File: config.mk
export PLATFORM = sky130hd
export DESIGN_NAME = websocket_frame_receiver
export DESIGN_NICKNAME = d
export VERILOG_FILES = /design/src/rtl/wsfr_pkg.sv /design/src/rtl/websocket_frame_receiver.sv /design/src/rtl/wsfr_utf8.sv
export SDC_FILE = /design/constraint.sdc
export NUM_CORES = 1
export LEC_CHECK = 0
export BUFFER_PORTS_ARGS = -buffer_cell sky130_fd_sc_hd__buf_2
export CAP_MARGIN = 20
export CORE_MARGIN = 1.5
export CORE_UTILIZATION = 39
export DETAILED_ROUTE_END_ITERATION = 12
export MAX_ROUTING_LAYER = met4
export SYNTH_ARGS = -nofsm -noshare
export SYNTH_HDL_FRONTEND = slang
export SYNTH_HIERARCHICAL = 1
export SYNTH_SLANG_ARGS = --single-unit
export TNS_END_PERCENT = 50
File: constraint.sdc
create_clock -name clk -period 17.1 [get_ports clk]
set_clock_uncertainty 0.05 [all_clocks]
set_input_delay 0.855 -clock clk [delete_from_list [all_inputs] [get_ports clk]]
set_output_delay 0.855 -clock clk [all_outputs]
set_load 0.03 [all_outputs]
File: src/rtl/wsfr_pkg.sv
// shared constants, types and a helper function for the websocket frame receiver
package wsfr_pkg;

  localparam int MSG_COUNT_WIDTH_DEF = 32;
  localparam logic [31:0] MAX_MSG_RESET = 32'd1048576;

  // parse phase codes
  localparam logic [2:0] PH_OPCODE  = 3'd0;
  localparam logic [2:0] PH_LENGTH  = 3'd1;
  localparam logic [2:0] PH_EXTLEN  = 3'd2;
  localparam logic [2:0] PH_MASK    = 3'd3;
  localparam logic [2:0] PH_PAYLOAD = 3'd4;
  localparam logic [2:0] PH_CLOSED  = 3'd5;
  localparam logic [2:0] PH_FAILED  = 3'd6;

  // error codes
  localparam logic [3:0] ERR_NONE    = 4'd0;
  localparam logic [3:0] ERR_RSV     = 4'd1;
  localparam logic [3:0] ERR_OPCODE  = 4'd2;
  localparam logic [3:0] ERR_CONT    = 4'd3;
  localparam logic [3:0] ERR_FRAGCTL = 4'd4;
  localparam logic [3:0] ERR_CTLLONG = 4'd5;
  localparam logic [3:0] ERR_NOMASK  = 4'd6;
  localparam logic [3:0] ERR_NONCAN  = 4'd7;
  localparam logic [3:0] ERR_LEN63   = 4'd8;
  localparam logic [3:0] ERR_BIG     = 4'd9;
  localparam logic [3:0] ERR_CLOSE   = 4'd10;
  localparam logic [3:0] ERR_UTF8    = 4'd11;

  // opcodes
  localparam logic [3:0] OP_CONT   = 4'd0;
  localparam logic [3:0] OP_TEXT   = 4'd1;
  localparam logic [3:0] OP_BINARY = 4'd2;
  localparam logic [3:0] OP_CLOSE  = 4'd8;
  localparam logic [3:0] OP_PING   = 4'd9;
  localparam logic [3:0] OP_PONG   = 4'd10;

  localparam logic [1:0] ST_ACTIVE = 2'd0;
  localparam logic [1:0] ST_CLOSED = 2'd1;
  localparam logic [1:0] ST_FAILED = 2'd2;

  // incremental utf-8 decoder state
  typedef struct packed {
    logic [20:0] value;
    logic [1:0]  floor;
    logic [1:0]  left;
    logic        bad;
  } utf8_t;

  localparam utf8_t UTF8_CLEAR = '{value: 21'd0, floor: 2'd0, left: 2'd0, bad: 1'b0};

  // one result item
  typedef struct packed {
    logic        consumed;
    logic        payload_valid;
    logic [7:0]  payload_byte;
    logic        payload_control;
    logic        message_done;
    logic [3:0]  message_opcode;
    logic [12:0] close_code;
    logic [1:0]  status;
    logic [3:0]  error_code;
  } result_t;

  function automatic logic close_code_ok(input logic [15:0] c);
    close_code_ok = (c >= 16'd1000 && c <= 16'd1003) || (c >= 16'd1007 && c <= 16'd1014) ||
                    (c >= 16'd3000 && c <= 16'd4999);
  endfunction

endpackage

File: src/rtl/websocket_frame_receiver.sv
// top level of the websocket frame receiver
// Server-side WebSocket frame receiver taking one stream byte per request and
// giving one result per request. A byte enters every cycle when the output
// side keeps up: all parsing is one pass of logic between the input register
// and the result register, so the rate is one byte per clock and each result
// is taken from its byte in the input register. Payload bytes are unmasked and
// streamed out before the frame's verdict; text and close-reason UTF-8 errors
// are reported when the frame that ends them finishes. After a valid close or
// any error every later byte is refused (consumed 0) and status repeats.
module websocket_frame_receiver #(
  parameter int MESSAGE_COUNT_WIDTH = wsfr_pkg::MSG_COUNT_WIDTH_DEF
) (
  input  logic        clk,
  input  logic        rst_n,
  input  logic        cfg_we,
  input  logic [31:0] cfg_wdata,
  input  logic        in_valid,
  output logic        in_stall,
  input  logic [7:0]  in_data_byte,
  output logic        out_valid,
  input  logic        out_stall,
  output logic        out_consumed,
  output logic        out_payload_valid,
  output logic [7:0]  out_payload_byte,
  output logic        out_payload_control,
  output logic        out_message_done,
  output logic [3:0]  out_message_opcode,
  output logic [12:0] out_close_code,
  output logic [1:0]  out_status,
  output logic [3:0]  out_error_code
);

  localparam int MCW = MESSAGE_COUNT_WIDTH;
  localparam logic [MCW-1:0] CAP = {MCW{1'b1}};

  // configuration
  logic [31:0] max_msg_r;
  always_ff @(posedge clk) begin
    if (!rst_n) max_msg_r <= wsfr_pkg::MAX_MSG_RESET;
    else if (cfg_we) max_msg_r <= cfg_wdata;
  end

  // effective limit, registered since it must only change when idle; the block does not enforce this
  logic [MCW-1:0] limit_r;
  always_ff @(posedge clk) begin
    if ({{(64-MCW){1'b0}}, CAP} < {32'd0, max_msg_r}) limit_r <= CAP;
    else limit_r <= MCW'({32'd0, max_msg_r});
  end

  // input and output registers
  logic       in_full_r;
  logic [7:0] in_byte_r;
  logic       out_full_r;
  wsfr_pkg::result_t res_r, res_nxt;
  logic       advance;

  assign advance  = in_full_r && (!out_full_r || !out_stall);
  assign in_stall = in_full_r && !advance;

  always_ff @(posedge clk) begin
    if (!rst_n) in_full_r <= 1'b0;
    else if (!in_stall) in_full_r <= in_valid;
  end
  always_ff @(posedge clk) begin
    if (in_valid && !in_stall) in_byte_r <= in_data_byte;
  end
  always_ff @(posedge clk) begin
    if (!rst_n) out_full_r <= 1'b0;
    else if (advance) out_full_r <= 1'b1;
    else if (!out_stall) out_full_r <= 1'b0;
  end
  always_ff @(posedge clk) begin
    if (advance) res_r <= res_nxt;
  end

  // parser state
  logic [2:0]  phase_r, phase_nxt;
  logic [3:0]  fop_r, fop_nxt;
  logic        ffin_r, ffin_nxt;
  logic        fctl_r, fctl_nxt;
  logic        frag_r, frag_nxt;
  logic [3:0]  kind_r, kind_nxt;
  logic [6:0]  ltag_r, ltag_nxt;
  logic [3:0]  lleft_r, lleft_nxt;
  logic [63:0] pleft_r, pleft_nxt;
  logic [7:0]  key_r [4];
  logic [7:0]  key_nxt [4];
  logic [1:0]  midx_r, midx_nxt;
  logic [MCW-1:0] mlen_r, mlen_nxt;
  logic [6:0]  ccnt_r, ccnt_nxt;
  logic [15:0] ccode_r, ccode_nxt;
  wsfr_pkg::utf8_t du_r, du_nxt, cu_r, cu_nxt, du_step, cu_step;

  always_ff @(posedge clk) begin
    if (!rst_n) begin
      phase_r <= wsfr_pkg::PH_OPCODE;
      fop_r <= '0; ffin_r <= 1'b0; fctl_r <= 1'b0; frag_r <= 1'b0; kind_r <= '0;
      ltag_r <= '0; lleft_r <= '0; pleft_r <= '0; midx_r <= '0; mlen_r <= '0;
      ccnt_r <= '0; ccode_r <= '0;
      du_r <= wsfr_pkg::UTF8_CLEAR; cu_r <= wsfr_pkg::UTF8_CLEAR;
      for (int i = 0; i < 4; i++) key_r[i] <= '0;
    end else if (advance) begin
      phase_r <= phase_nxt;
      fop_r <= fop_nxt; ffin_r <= ffin_nxt; fctl_r <= fctl_nxt; frag_r <= frag_nxt;
      kind_r <= kind_nxt; ltag_r <= ltag_nxt; lleft_r <= lleft_nxt; pleft_r <= pleft_nxt;
      midx_r <= midx_nxt; mlen_r <= mlen_nxt; ccnt_r <= ccnt_nxt; ccode_r <= ccode_nxt;
      du_r <= du_nxt; cu_r <= cu_nxt;
      for (int i = 0; i < 4; i++) key_r[i] <= key_nxt[i];
    end
  end

  // unmasked byte and utf-8 steppers
  logic [7:0] ub;
  assign ub = in_byte_r ^ key_r[midx_r];

  wsfr_utf8 u_data_utf8  (.cur(du_r), .b(ub), .nxt(du_step));
  wsfr_utf8 u_close_utf8 (.cur(cu_r), .b(ub), .nxt(cu_step));

  // next-state and result logic
  logic [3:0]  err;
  logic        do_len, do_frame;
  logic [63:0] plen;
  logic [MCW-1:0] room;
  logic [15:0] code;
  logic [7:0]  b;

  always_comb begin
    b = in_byte_r;
    phase_nxt = phase_r; fop_nxt = fop_r; ffin_nxt = ffin_r; fctl_nxt = fctl_r;
    frag_nxt = frag_r; kind_nxt = kind_r; ltag_nxt = ltag_r; lleft_nxt = lleft_r;
    pleft_nxt = pleft_r; midx_nxt = midx_r; mlen_nxt = mlen_r; ccnt_nxt = ccnt_r;
    ccode_nxt = ccode_r; du_nxt = du_r; cu_nxt = cu_r;
    for (int i = 0; i < 4; i++) key_nxt[i] = key_r[i];
    res_nxt = '0;
    err = wsfr_pkg::ERR_NONE;
    do_len = 1'b0; do_frame = 1'b0;
    plen = pleft_r;
    room = (limit_r > mlen_r) ? limit_r - mlen_r : '0;
    code = 16'd0;

    if (phase_r > wsfr_pkg::PH_PAYLOAD) begin
      res_nxt.status = (phase_r == wsfr_pkg::PH_CLOSED) ? wsfr_pkg::ST_CLOSED
                                                        : wsfr_pkg::ST_FAILED;
    end else begin
      res_nxt.consumed = 1'b1;
      unique case (phase_r)
        wsfr_pkg::PH_OPCODE: begin
          if (b[6:4] != 3'd0) begin
            err = wsfr_pkg::ERR_RSV;
          end else begin
            fop_nxt = b[3:0]; ffin_nxt = b[7]; fctl_nxt = b[3];
            phase_nxt = wsfr_pkg::PH_LENGTH;
            case (b[3:0]) inside
              wsfr_pkg::OP_CONT: if (!frag_r) err = wsfr_pkg::ERR_CONT;
              wsfr_pkg::OP_TEXT, wsfr_pkg::OP_BINARY: begin
                if (frag_r) err = wsfr_pkg::ERR_CONT;
                else begin
                  kind_nxt = b[3:0]; mlen_nxt = '0; du_nxt = wsfr_pkg::UTF8_CLEAR;
                end
              end
              wsfr_pkg::OP_CLOSE, wsfr_pkg::OP_PING, wsfr_pkg::OP_PONG: begin
                if (!b[7]) err = wsfr_pkg::ERR_FRAGCTL;
                else begin
                  ccnt_nxt = '0; ccode_nxt = '0; cu_nxt = wsfr_pkg::UTF8_CLEAR;
                end
              end
              default: err = wsfr_pkg::ERR_OPCODE;
            endcase
          end
        end
        wsfr_pkg::PH_LENGTH: begin
          if (!b[7]) err = wsfr_pkg::ERR_NOMASK;
          else begin
            ltag_nxt = b[6:0];
            if (fctl_r && b[6:0] > 7'd125) err = wsfr_pkg::ERR_CTLLONG;
            else if (b[6:0] >= 7'd126) begin
              pleft_nxt = '0;
              lleft_nxt = (b[6:0] == 7'd126) ? 4'd2 : 4'd8;
              phase_nxt = wsfr_pkg::PH_EXTLEN;
            end else begin
              plen = {57'd0, b[6:0]};
              pleft_nxt = plen;
              do_len = 1'b1;
            end
          end
        end
        wsfr_pkg::PH_EXTLEN: begin
          if (lleft_r == 4'd8 && b[7]) err = wsfr_pkg::ERR_LEN63;
          else begin
            plen = {pleft_r[55:0], b};
            pleft_nxt = plen;
            lleft_nxt = lleft_r - 4'd1;
            if (lleft_r == 4'd1) do_len = 1'b1;
          end
        end
        wsfr_pkg::PH_MASK: begin
          key_nxt[midx_r] = b;
          midx_nxt = midx_r + 2'd1;
          if (midx_r == 2'd3) begin
            phase_nxt = wsfr_pkg::PH_PAYLOAD;
            if (pleft_r == 64'd0) do_frame = 1'b1;
          end
        end
        wsfr_pkg::PH_PAYLOAD: begin
          midx_nxt = midx_r + 2'd1;
          res_nxt.payload_valid = 1'b1;
          res_nxt.payload_byte = ub;
          res_nxt.payload_control = fctl_r;
          if (fctl_r) begin
            if (fop_r == wsfr_pkg::OP_CLOSE) begin
              if (ccnt_r < 7'd2) ccode_nxt = {ccode_r[7:0], ub};
              else cu_nxt = cu_step;
            end
            if (ccnt_r < 7'd127) ccnt_nxt = ccnt_r + 7'd1;
          end else if (kind_r == wsfr_pkg::OP_TEXT) begin
            du_nxt = du_step;
          end
          if (pleft_r != 64'd0) pleft_nxt = pleft_r - 64'd1;
          if (pleft_r <= 64'd1) do_frame = 1'b1;
        end
        default: ;
      endcase

      // header completion checks
      if (do_len) begin
        if ((ltag_nxt == 7'd126 && plen < 64'd126) ||
            (ltag_nxt == 7'd127 && plen < 64'd65536)) begin
          err = wsfr_pkg::ERR_NONCAN;
        end else if (!fctl_r && plen > {{(64-MCW){1'b0}}, room}) begin
          err = wsfr_pkg::ERR_BIG;
        end else begin
          if (!fctl_r) mlen_nxt = mlen_r + plen[MCW-1:0];
          if (fop_r == wsfr_pkg::OP_CLOSE && plen == 64'd1) err = wsfr_pkg::ERR_CLOSE;
          else begin
            midx_nxt = '0;
            phase_nxt = wsfr_pkg::PH_MASK;
          end
        end
      end

      // frame completion
      if (do_frame) begin
        phase_nxt = wsfr_pkg::PH_OPCODE;
        if (!fctl_r) begin
          frag_nxt = !ffin_r;
          if (ffin_r) begin
            if (kind_r == wsfr_pkg::OP_TEXT && (du_nxt.bad || du_nxt.left != 2'd0))
              err = wsfr_pkg::ERR_UTF8;
            else begin
              res_nxt.message_done = 1'b1;
              res_nxt.message_opcode = kind_r;
            end
          end
        end else begin
          if (fop_r == wsfr_pkg::OP_CLOSE) begin
            phase_nxt = wsfr_pkg::PH_CLOSED;
            if (ccnt_nxt != 7'd0) begin
              code = ccode_nxt;
              if (!wsfr_pkg::close_code_ok(code)) err = wsfr_pkg::ERR_CLOSE;
              else if (cu_nxt.bad || cu_nxt.left != 2'd0) err = wsfr_pkg::ERR_UTF8;
            end
          end
          res_nxt.message_done = 1'b1;
          res_nxt.message_opcode = fop_r;
          res_nxt.close_code = code[12:0];
        end
      end

      // failure overrides the phase and the message results
      if (err != wsfr_pkg::ERR_NONE) begin
        phase_nxt = wsfr_pkg::PH_FAILED;
        res_nxt.message_done = 1'b0;
        res_nxt.message_opcode = '0;
        res_nxt.close_code = '0;
        res_nxt.error_code = err;
      end
      res_nxt.status = (phase_nxt == wsfr_pkg::PH_CLOSED) ? wsfr_pkg::ST_CLOSED :
                       (phase_nxt == wsfr_pkg::PH_FAILED) ? wsfr_pkg::ST_FAILED :
                       wsfr_pkg::ST_ACTIVE;
    end
  end

  // outputs
  assign out_valid           = out_full_r;
  assign out_consumed        = res_r.consumed;
  assign out_payload_valid   = res_r.payload_valid;
  assign out_payload_byte    = res_r.payload_byte;
  assign out_payload_control = res_r.payload_control;
  assign out_message_done    = res_r.message_done;
  assign out_message_opcode  = res_r.message_opcode;
  assign out_close_code      = res_r.close_code;
  assign out_status          = res_r.status;
  assign out_error_code      = res_r.error_code;

`ifndef NO_ASSERTIONS
  // an error always reports a failed status
  a_err_fail: assert property (@(posedge clk) disable iff (!rst_n)
    out_valid && out_error_code != wsfr_pkg::ERR_NONE |-> out_status == wsfr_pkg::ST_FAILED)
    else $error("error without failed status");
  // refused bytes never carry payload
  a_refused: assert property (@(posedge clk) disable iff (!rst_n)
    out_valid && !out_consumed |-> !out_payload_valid && !out_message_done)
    else $error("refused byte carries data");
  // terminal phase stays terminal
  a_terminal: assert property (@(posedge clk) disable iff (!rst_n)
    phase_r > wsfr_pkg::PH_PAYLOAD |=> phase_r == $past(phase_r))
    else $error("left terminal phase");
`endif

endmodule

File: src/rtl/wsfr_utf8.sv
// one-byte step of the incremental utf-8 checker
module wsfr_utf8 (
  input  wsfr_pkg::utf8_t cur,
  input  logic [7:0]      b,
  output wsfr_pkg::utf8_t nxt
);

  logic [20:0] val_sh;
  logic [20:0] minimum;

  always_comb begin
    nxt = cur;
    val_sh = {cur.value[14:0], b[5:0]};
    case (cur.floor)
      2'd0:    minimum = 21'h80;
      2'd1:    minimum = 21'h800;
      default: minimum = 21'h10000;
    endcase
    if (!cur.bad) begin
      if (cur.left != 2'd0) begin
        if (b[7:6] != 2'b10) begin
          nxt.bad = 1'b1;
        end else begin
          nxt.value = val_sh;
          nxt.left = cur.left - 2'd1;
          if (cur.left == 2'd1 && (val_sh < minimum || val_sh > 21'h10ffff ||
              (val_sh >= 21'hd800 && val_sh <= 21'hdfff))) begin
            nxt.bad = 1'b1;
          end
        end
      end else if (b <= 8'h7f) begin
        nxt = cur;
      end else if (b >= 8'hc2 && b <= 8'hdf) begin
        nxt.value = {16'd0, b[4:0]};
        nxt.floor = 2'd0;
        nxt.left = 2'd1;
      end else if (b >= 8'he0 && b <= 8'hef) begin
        nxt.value = {17'd0, b[3:0]};
        nxt.floor = 2'd1;
        nxt.left = 2'd2;
      end else if (b >= 8'hf0 && b <= 8'hf4) begin
        nxt.value = {18'd0, b[2:0]};
        nxt.floor = 2'd2;
        nxt.left = 2'd3;
      end else begin
        nxt.bad = 1'b1;
      end
    end
  end

endmodule
After elaboration in Yosys (flattened, before gate mapping)
Memory sizes are Yosys's and may differ from the RTL's. A register that Yosys moved wholly into a read port is not among the register bits.
Index checks and enable logic that the tools add are counted.
- register bits: 295
- input bits: 45
- memories: 1
- memory bits (writable): 32
- output and inout bits: 37
- logic and storage cells: 402
- bitwise operators: 16
- equality and inequality tests: 56
- mux-type cells: 183
- order comparisons: 33
- reductions and logical operators: 70
- add/sub/neg operators: 8
- memories (memory ; words ; width ; read ports ; clocked after memory_dff ; write ports ; line ; text):
    key_r ; 4 ; 8 ; 5 ; 1 ; 4 ; websocket_frame_receiver.sv:86 ; logic [7:0] key_r [4];
- operator list (operator ; number):
    $mux 64 ; 8
    $mux 20 ; 20
    $mux 32 ; 12
    $pmux 64 s3 ; 1
    $mux 16 ; 9
    $pmux 64 s2 ; 1
    $mux 19 ; 6
    $mux 4 ; 21
    $mux 7 ; 12
    $pmux 20 s2 ; 2
    $pmux 17 s2 ; 2
    $eq 64x1->1 const B ; 1
    $gt 64x32->1 ; 1
    $le 64x1->1 const B ; 1
    $logic_not 64->1 ; 1
    $lt 64x17->1 const B ; 1
    $lt 64x7->1 const B ; 1
    $reduce_bool 64->1 ; 1
    $sub 64x1->64 const B ; 1
    $mux 3 ; 21
    $mux 15 ; 4
    $ne 3x3->1 const B ; 17
    $ge 21x16->1 const B ; 2
    $gt 21x21->1 const B ; 2
    other kinds (77) ; 218

Logic depth before layout (Yosys ltp)
Gate-level depths: netlist of the first run.
- depth after elaboration: 31
- gate-level depth with buffers: 28
- gate-level depth less buffers: 25

Cells and area by module
The synthesis of the first run kept the hierarchy.
- by module, submodules not included (module ; cells each ; seq. area each (um^2) ; area each (um^2) ; times used):
    websocket_frame_receiver ; 2547 ; 7557.2 ; 21433.1 ; 1
    wsfr_utf8 at u_data_utf8 ; 103 ; 0.0 ; 701.9 ; 1
    wsfr_utf8 at u_close_utf8 ; 83 ; 0.0 ; 614.3 ; 1

Least setup slack after synthesis of the first run
OpenSTA, ideal clock, no wires.
- kind: register -> register
- from: reg mlen_r[0]
- to: reg res_r (netlist bit out_status[1]), data pin
- stages on the path, launching flop included: 28
- arrival time: 5.772 ns
- required time: 16.796 ns
- buffers on the path: 3
- library setup time: 0.254 ns
- period minus slack after synthesis: 6.076 ns
- slack: 11.024 ns
- path through: dfxtp_1 -> ha_1 -> inv_1 -> fa_1 -> a21oi_1 -> o21ai_0 -> a2111oi_0 -> o31ai_1 -> a221oi_1 -> nand3b_1 -> nand2_1 -> and2_1 -> o21a_1 -> clkbuf_1 -> nand2_1 -> ha_1 -> a21oi_1 -> o21ai_0 -> a221o_1 -> a41oi_1 -> o211a_1 -> a21oi_1 -> o22ai_1 -> a21oi_1 -> or4_1 -> buf_6 -> buf_12 -> a21o_1
- RTL lines (item ; line ; text):
    start, declared ; websocket_frame_receiver.sv:89 ; logic [MCW-1:0] mlen_r, mlen_nxt;
    start signal, assigned ; websocket_frame_receiver.sv:106 ; midx_r <= midx_nxt; mlen_r <= mlen_nxt; ccnt_r <= ccnt_nxt; ccode_r <= ccode_nxt;
    end signal, assigned ; websocket_frame_receiver.sv:73 ; if (advance) res_r <= res_nxt;
    end, declared ; websocket_frame_receiver.sv:54 ; wsfr_pkg::result_t res_r, res_nxt;

Worst setup path in the final report of the first run
- from: reg mlen_r[0]
- to: reg res_r (netlist bit out_close_code[7]), data pin
- cells in the longest elaborated chain, start to end: 16
- elaborated cells on any way between the ends: 19
- those cells by class: add/sub: 1; order compare: 2; mux: 13; reduce/logical: 3
- RTL lines (item ; line ; text):
    $sub 32x32->32 or $gt 32x32->1 (tied branches) ; websocket_frame_receiver.sv:138 ; room = (limit_r > mlen_r) ? limit_r - mlen_r : '0;
    $mux 32 (*) ; websocket_frame_receiver.sv:138 ;
    $gt 64x32->1 (*) ; websocket_frame_receiver.sv:229 ; end else if (!fctl_r && plen > {{(64-MCW){1'b0}}, room}) begin
    $logic_and 1x1->1 (*) ; websocket_frame_receiver.sv:229 ;
    $mux 4 (*) ; websocket_frame_receiver.sv:229 ;
    $mux 4 (*) ; websocket_frame_receiver.sv:226 ; if ((ltag_nxt == 7'd126 && plen < 64'd126) ||
    $mux 4 (*) ; websocket_frame_receiver.sv:225 ; if (do_len) begin
    $mux 4 ; websocket_frame_receiver.sv:260 ; else if (cu_nxt.bad || cu_nxt.left != 2'd0) err = wsfr_pkg::ERR_UTF8;
    $mux 4 ; websocket_frame_receiver.sv:259 ; if (!wsfr_pkg::close_code_ok(code)) err = wsfr_pkg::ERR_CLOSE;
    $mux 4 ; websocket_frame_receiver.sv:257 ; if (ccnt_nxt != 7'd0) begin
    $mux 4 ; websocket_frame_receiver.sv:255 ; if (fop_r == wsfr_pkg::OP_CLOSE) begin
    $mux 4 ; websocket_frame_receiver.sv:244 ; if (!fctl_r) begin
    $mux 4 (*) ; websocket_frame_receiver.sv:242 ; if (do_frame) begin
    $mux 4 (*) ; websocket_frame_receiver.sv:141 ; if (phase_r > wsfr_pkg::PH_PAYLOAD) begin
    $reduce_bool 4->1 (*) ; websocket_frame_receiver.sv:270 ; if (err != wsfr_pkg::ERR_NONE) begin
    $reduce_or 6->1 (no line) (*) ; - ;
Mark *: on every way between the ends. The rest lies on a longest branch, timed or not. The select of a mux whose other input is x is not followed.
A chain may end at the register's enable or synchronous reset.

==> summary.md, run 1 <==
| Metric | Value |
|---|---|
| Outcome | finished clean |
| Diode count | 0 |
| Buffers on Ports | 81 |
| Routed Antenna Nets | 0 |
| Initial antenna violation count | 0 |
| Max-cap viol count | 0 |
| Filler cell count in the final layout | 5703 |
| Final Hold Fails | 0 |
| Number of global-route vias before repair | 19370 |
| P_int | 1.53 mW |
| TritonCTS clock tree | done |
| Final Setup Violations | 0 |
| Part of the power in the clock network | 0.430 |
| Placement row count | 87 |
| YS warnings | 6 |
| Design area | ~25000 sq um |
| Pre-CTS setup slack | 9.77 ns |
| Starting Density | 0.394 |
| Total negative slack | 0 ns |
| CP max FO | 32 |
| Transition time of the tightest slew-check pin | 1.16 ns |
| Vias | 20508 |
| Hold slack | about 0.3 ns |
| Ports | 82 |
| Layout area overhead | 10.6% |
| CORE AREA | 56400 sq um |
| Critical Path RT | 17.42 ns |
| Crit path time final | 7.50 ns |
| Total CTS buffers | between 40 and 50 |
| Switching Fraction | 0.296 |
| Routability cong. | 0.945 |
| Hold Crit Class | flop to flop |
| Horiz. Die Dim | approximately 240 microns |
| CTS Root Buffer Type | clkbuf_16 |
| Post-cts sizing count | 0 |
| Setup crit end kind | flop |
| Cts-stage hold buffer count | 0 |
| Cell area power density | 88.1 nW/um^2 |
| Final Max Slew Viols | 0 |
| CTS H-tree lvls | 2 |
| Relative slew slack | 0.217 |
| Post-Place Cells | 3368 |
| Final setup margin | 9.60 ns |
| Worst EP arrival | 7.82 ns |
| Detailed Routing Iterations Pass 1 | 5 |
| Max frequency | 133 MHz |
| Detailed placement HPWL | between 40000 and 50000 microns |
| Layout Cells excl Fill | 3447 |
| Routed length per instance | 19.1 microns |
| First-pass GRT wire length | 105000 microns |
| GRT Overall Usage | 0.224 |
| Final core occ | 0.436 |
| Mapped Cells | approximately 2700 |
| Psw | 641 uW |
| Layout cells sized above 1 | 0.104 |
| Setup bufs post-CTS | 0 |
| Overflow after GRT | 0 |
| Initial drt markers | 1638 |
| P_leak | 9.30 nW |
| Total Power | 2.17 mW |
| Clock tree buffer depth | 3 |
| Fin crit share | 0.439 |
| Worst-path clk slew | 0.06 ns |
| CTS sink count | 328 |
| WS Path Type | flop to flop |
| Commonest non-fill, non-tap cell in the layout | nand2_1 |
| Nets@finish | 2817 |
| Vias per cell | ~6 |
| Area after DPL | 23100 sq um |
| Synth Cell Area | 22200 sq um |
| Die Area | 58400 sq um |
| Comb pwr share | 0.185 |
| Pin count of the biggest net entering global routing | about 120 |
| Worst vdd ir | 69.8 uV |
| Commonest non-fill, non-tap cells in the layout | 277 x nand2_1, 253 x dfxtp_1, 180 x nor2_1, 169 x o21ai_0, 156 x a21oi_1 |
| Sequential share of power | 0.385 |
| Synth Net Count | 2838 |
| DRC viols | 0 |
| Unrepaired setup endpoints after global routing | no |
| Syn_area_per_cell | 8.30 sq um |
| Critical path startpoint category | flop |
| Post-Route WL | 65900 microns |
| Die Y | 242 microns |
| Worst-Skew Late Latency | 0.57 ns |
## final timing paths
path                                   start           endpoint  slack (ns)  depth (start not counted)
worst max-delay path               mlen_r[0]  out_close_code[7]        9.60                         25
worst min-delay path            max_msg_r[3]         limit_r[3]        0.30                          0
worst max register to register     mlen_r[0]  out_close_code[7]        9.60                         25
worst min register to register  max_msg_r[3]         limit_r[3]        0.30                          0
## sequential cells by signal, indices dropped and copies added (netlist names), 13 cells and up, named ones only
name and count:
out_close_code 13, cu_r 20, limit_r 32, key_r 32, ccode_r 16, du_r 20, mlen_r 32, max_msg_r 32
pleft_r 64
## final cells by class
cell class / count / area [sq um] / share of cell area
multi-input combinational: 2082 / 13800 / 0.562
sequential: 328 / 7320 / 0.298
clock buffer: 58 / 1210 / 0.0494
tap: 756 / 946 / 0.0385
timing repair buffer: 117 / 726 / 0.0295
inverter: 88 / 330 / 0.0134
clock inverter: 18 / 234 / 0.00952
## per-layer routing
metal | vias up | share of wire | global-route usage
met1 | 9821 | 0.46 | 0.303
met5 | - | 0 | -
li1 | 9830 | - | -
met2 | 744 | 0.45 | 0.346
met3 | 113 | 0.057 | 0.0254
met4 | 0 | 0.028 | 0.0796
## power by group through the flow
stage	clock network [mW]	logic, mW	registers (mW)
2_1_floorplan	0	0.290	0.847
3_3_place_gp	0	0.384	0.850
3_5_place_dp	0	0.391	0.851
4_1_cts	0.953	0.393	0.834
5_1_grt	0.987	0.435	0.836
6_report	0.932	0.400	0.834
## worst max-delay path: stages (launching register included)
cell       delay (ns)
dfxtp_1          0.37
ha_1             0.18
inv_1            0.05
fa_1             0.40
a21oi_1          0.20
o21ai_0          0.15
a2111oi_0        0.83
o31ai_1          0.30
a221oi_1         0.71
nand3b_1         0.22
nand2_1          0.07
and2_1           0.17
o21a_1           0.54
nand2_1          0.23
ha_1             0.27
a21o_1           0.19
a21o_1           0.18
a211oi_1         0.23
nor3b_1          0.11
o21ai_0          0.25
a21oi_1          0.25
o22ai_1          0.24
a21oi_1          0.07
or4_1            0.51
buf_4            0.27
a2111oi_2        0.24
Note: power is estimated with default switching activity, not from simulation.
==> run 2: changes to the inputs <==
==> constraint.sdc (replaced) <==
create_clock -name clk -period 6.5 [get_ports clk]
set_clock_uncertainty 0.05 [all_clocks]
set_input_delay 0.325 -clock clk [delete_from_list [all_inputs] [get_ports clk]]
set_output_delay 0.325 -clock clk [all_outputs]
set_load 0.03 [all_outputs]
==> run 2 against run 1 <==
Cell area rose by 2.1%. Sequential cell count did not move. Fmax rose by 21%. Cell count rose by 2.0%. Global-route usage rose by 0.24 points. Combinational power rose to 2.8 times the previous value. Sequential share of layout area fell by 0.62 points. Count of clock-buffer cells in the layout fell by 4. Critical endpoint unchanged. Total power rose to 2.6 times the previous value. Wire length rose by 1.5%.
==> summary.md, run 2 (same netlist as run 1, synthesis figures left out) <==
| Metric | Value |
|---|---|
| Filler cell count in the final layout | 5664 (-0.68%) |
| Final Max Slew Viols | 0 (unchanged) |
| Final core occ | 0.445 (+0.00923) |
| Relative slew slack | 0.237 (+0.0200) |
| Starting Density | 0.394 (unchanged) |
| Nets@finish | 2890 (+2.6%) |
| CTS sink count | 328 (unchanged) |
| Critical Path RT | 6.84 ns (-10.58 ns) |
| Worst-path clk slew | 0.06 ns (about the same) |
| First-pass GRT wire length | 107000 microns (+1.5%) |
| Layout cells sized above 1 | 0.112 (+0.00753) |
| Crit path time final | 6.20 ns (-1.30 ns) |
| Switching Fraction | 0.304 (+0.00849) |
| Pre-CTS setup slack | 0.106 ns (-9.66 ns) |
| Hold_sp | cfg_wdata[3] |
| Psw | 1.68 mW (+160%) |
| Placement row count | 87 (unchanged) |
| Die Area | 58400 sq um (unchanged) |
| CP max-delay cell | or4_4 |
| Routability cong. | 0.960 (+1.5%) |
| Layout area overhead | 13.0% |
| Pin count of the biggest net entering global routing | 132 (+7.3%) |
| Clock tree buffer depth | 3 (unchanged) |
| Diode count | 0 (unchanged) |
| Setup crit start | mlen_r[0] |
| Total CTS buffers | 41 (unchanged) |
| DRC viols | 0 (unchanged) |
| GRT Overall Usage | 0.227 (+0.00242) |
| Transition time of the tightest slew-check pin | 1.14 ns (-0.0185 ns) |
| Hold Crit Class | primary input to flop |
| Buffers on Ports | 81 (unchanged) |
| Sequential share of power | 0.395 (+0.010) |
| Ports | 82 (unchanged) |
| Cell area power density | 220 nW/um^2 (+150%) |
| Max frequency | 161 MHz (+21%) |
| Horiz. Die Dim | 242 microns (unchanged) |
| Initial drt markers | 1860 (+14%) |
| Critical path startpoint category | flop |
| CORE AREA | 56400 sq um (unchanged) |
| Die Y | 242 microns (unchanged) |
| Comb pwr share | 0.203 (+0.018) |
| Final Setup Violations | 0 (unchanged) |
| Max-cap viol count | 0 (unchanged) |
| CTS H-tree lvls | 2 (unchanged) |
| Outcome | finished clean |
| Total negative slack | 0 ns (unchanged) |
| Worst EP arrival | 6.54 ns (-1.28 ns) |
| Detailed placement HPWL | 46200 microns (+2.0%) |
| Commonest non-fill, non-tap cells in the layout | 277 x nand2_1, 253 x dfxtp_1, 180 x nor2_1, 168 x o21ai_0, 155 x a21oi_1 |
| Multi-input gate area | 13800 sq um (+0.14%) |
| Worst-Skew Late Latency | 0.59 ns (+0.02 ns) |
| Post-Route WL | 67000 microns (+1.5%) |
| Fin crit share | 0.954 (+0.515) |
| P_leak | 9.55 nW (+2.6%) |
| TritonCTS clock tree | done |
| Max stage delay on crit path | 0.55 ns (-0.28 ns) |
| Worst R2R Start | mlen_r[0] |
| Vias | 20859 (+1.7%) |
| Max FFs per register | 64 (unchanged) |
| Setup crit end kind | flop |
| P_int | 3.85 mW (+150%) |
| Cell repeated most along the worst path | a21oi_1 |
| Routed Antenna Nets | 0 (unchanged) |
| Routed length per instance | 19.0 microns (-0.46%) |
| Commonest non-fill, non-tap cell in the layout | nand2_1 |
| CP max FO | 32 (unchanged) |
| Worst vdd ir | 166 uV (+140%) |
| CTS Root Buffer Type | clkbuf_16 |
| Overflow after GRT | 0 (unchanged) |
| Vias per cell | 5.93 (-0.28%) |
| Final Hold Fails | 0 (unchanged) |
| Part of the power in the clock network | 0.402 (-0.028) |
| Final setup margin | 0.302 ns (-9.30 ns) |
| Unrepaired setup endpoints after global routing | no |
| Detailed Routing Iterations Pass 1 | 6 (+1) |
| Layout Cells excl Fill | 3516 (+2.0%) |
| Reg area | 7320 sq um (unchanged) |
| Initial antenna violation count | 0 (unchanged) |
| WS Path Type | flop to flop |
| Post-Place Cells | 3399 (+0.92%) |
| Biggest register | pleft_r |
| Number of global-route vias before repair | 19938 (+2.9%) |
## run 2: cell count changes in the layout (fill, tap and decap cells not counted), sizes merged
| cell | before | now |
|---|---|---|
| clkbuf | 59 | 55 |
| bufinv | 5 | 1 |
| buf | 116 | 148 |
| inv | 90 | 88 |
| dlygate4sd3 | 0 | 41 |
| clkinv | 9 | 13 |
| clkinvlp | 2 | 4 |
## run 2: repair_timing
item,in CTS,in global routing
hold buffers,41,0
endpoints found under the setup margin,0,23
setup buffers,0,2
gates resized for setup,0,6
endpoints found under the hold margin,41,0
## run 2: final cells by class
class,instances,share of cell area
inverter,88,0.0132
clock inverter,18,0.00483
tap,756,0.0377
sequential,328,0.291
multi-input combinational,2082,0.551
timing repair buffer,190,0.0552
clock buffer,54,0.0465
## run 2: path summary, 6_finish.rpt
path / to / slack, ns / cells after the start
setup / recovery: out_close_code[7] / 0.30 / 28
hold / removal: max_msg_r[3] / 0.02 / 3
setup reg to reg: out_close_code[7] / 0.30 / 28
hold reg to reg: limit_r[14] / 0.30 / 0
## run 2: routing by layer
| layer | track usage | routed length (microns) | vias up |
|---|---|---|---|
| met5 | - | 0 | - |
| met4 | 0.0721 | 1780 | 0 |
| met3 | 0.0283 | 4470 | 127 |
| met2 | 0.358 | 30600 | 797 |
| met1 | 0.302 | 30100 | 9980 |
| li1 | - | - | 9955 |
## run 2: worst max-delay path, delay by kind of cell (launching register included)
family          cells  cell delay [ns]
compound gates     15             3.01
simple gates        5             0.98
fa+ha+maj           3             0.81
buf+inv             5             0.80
flops               1             0.36
## run 2: per-stage QoR
stage / hold WS, ns / instance area, sq um / total power, mW
after floorplan: 0.280 / 22200 / 2.99
after global placement: 0.287 / 23400 / 3.28
after detailed placement: 0.289 / 23400 / 3.30
after CTS: 0.00503 / 25100 / 5.55
after global routing: 0.0740 / 25100 / 5.77
final: 0.0159 / 25100 / 5.53
## run 2: power groups by stage
stage / Sequential (mW) / Combinational (mW) / Clock (mW)
after global placement: 2.23 / 1.05 / 0
after global routing: 2.19 / 1.22 / 2.35
after floorplan: 2.23 / 0.763 / 0
after detailed placement: 2.23 / 1.07 / 0
final: 2.19 / 1.12 / 2.22
after CTS: 2.19 / 1.10 / 2.27
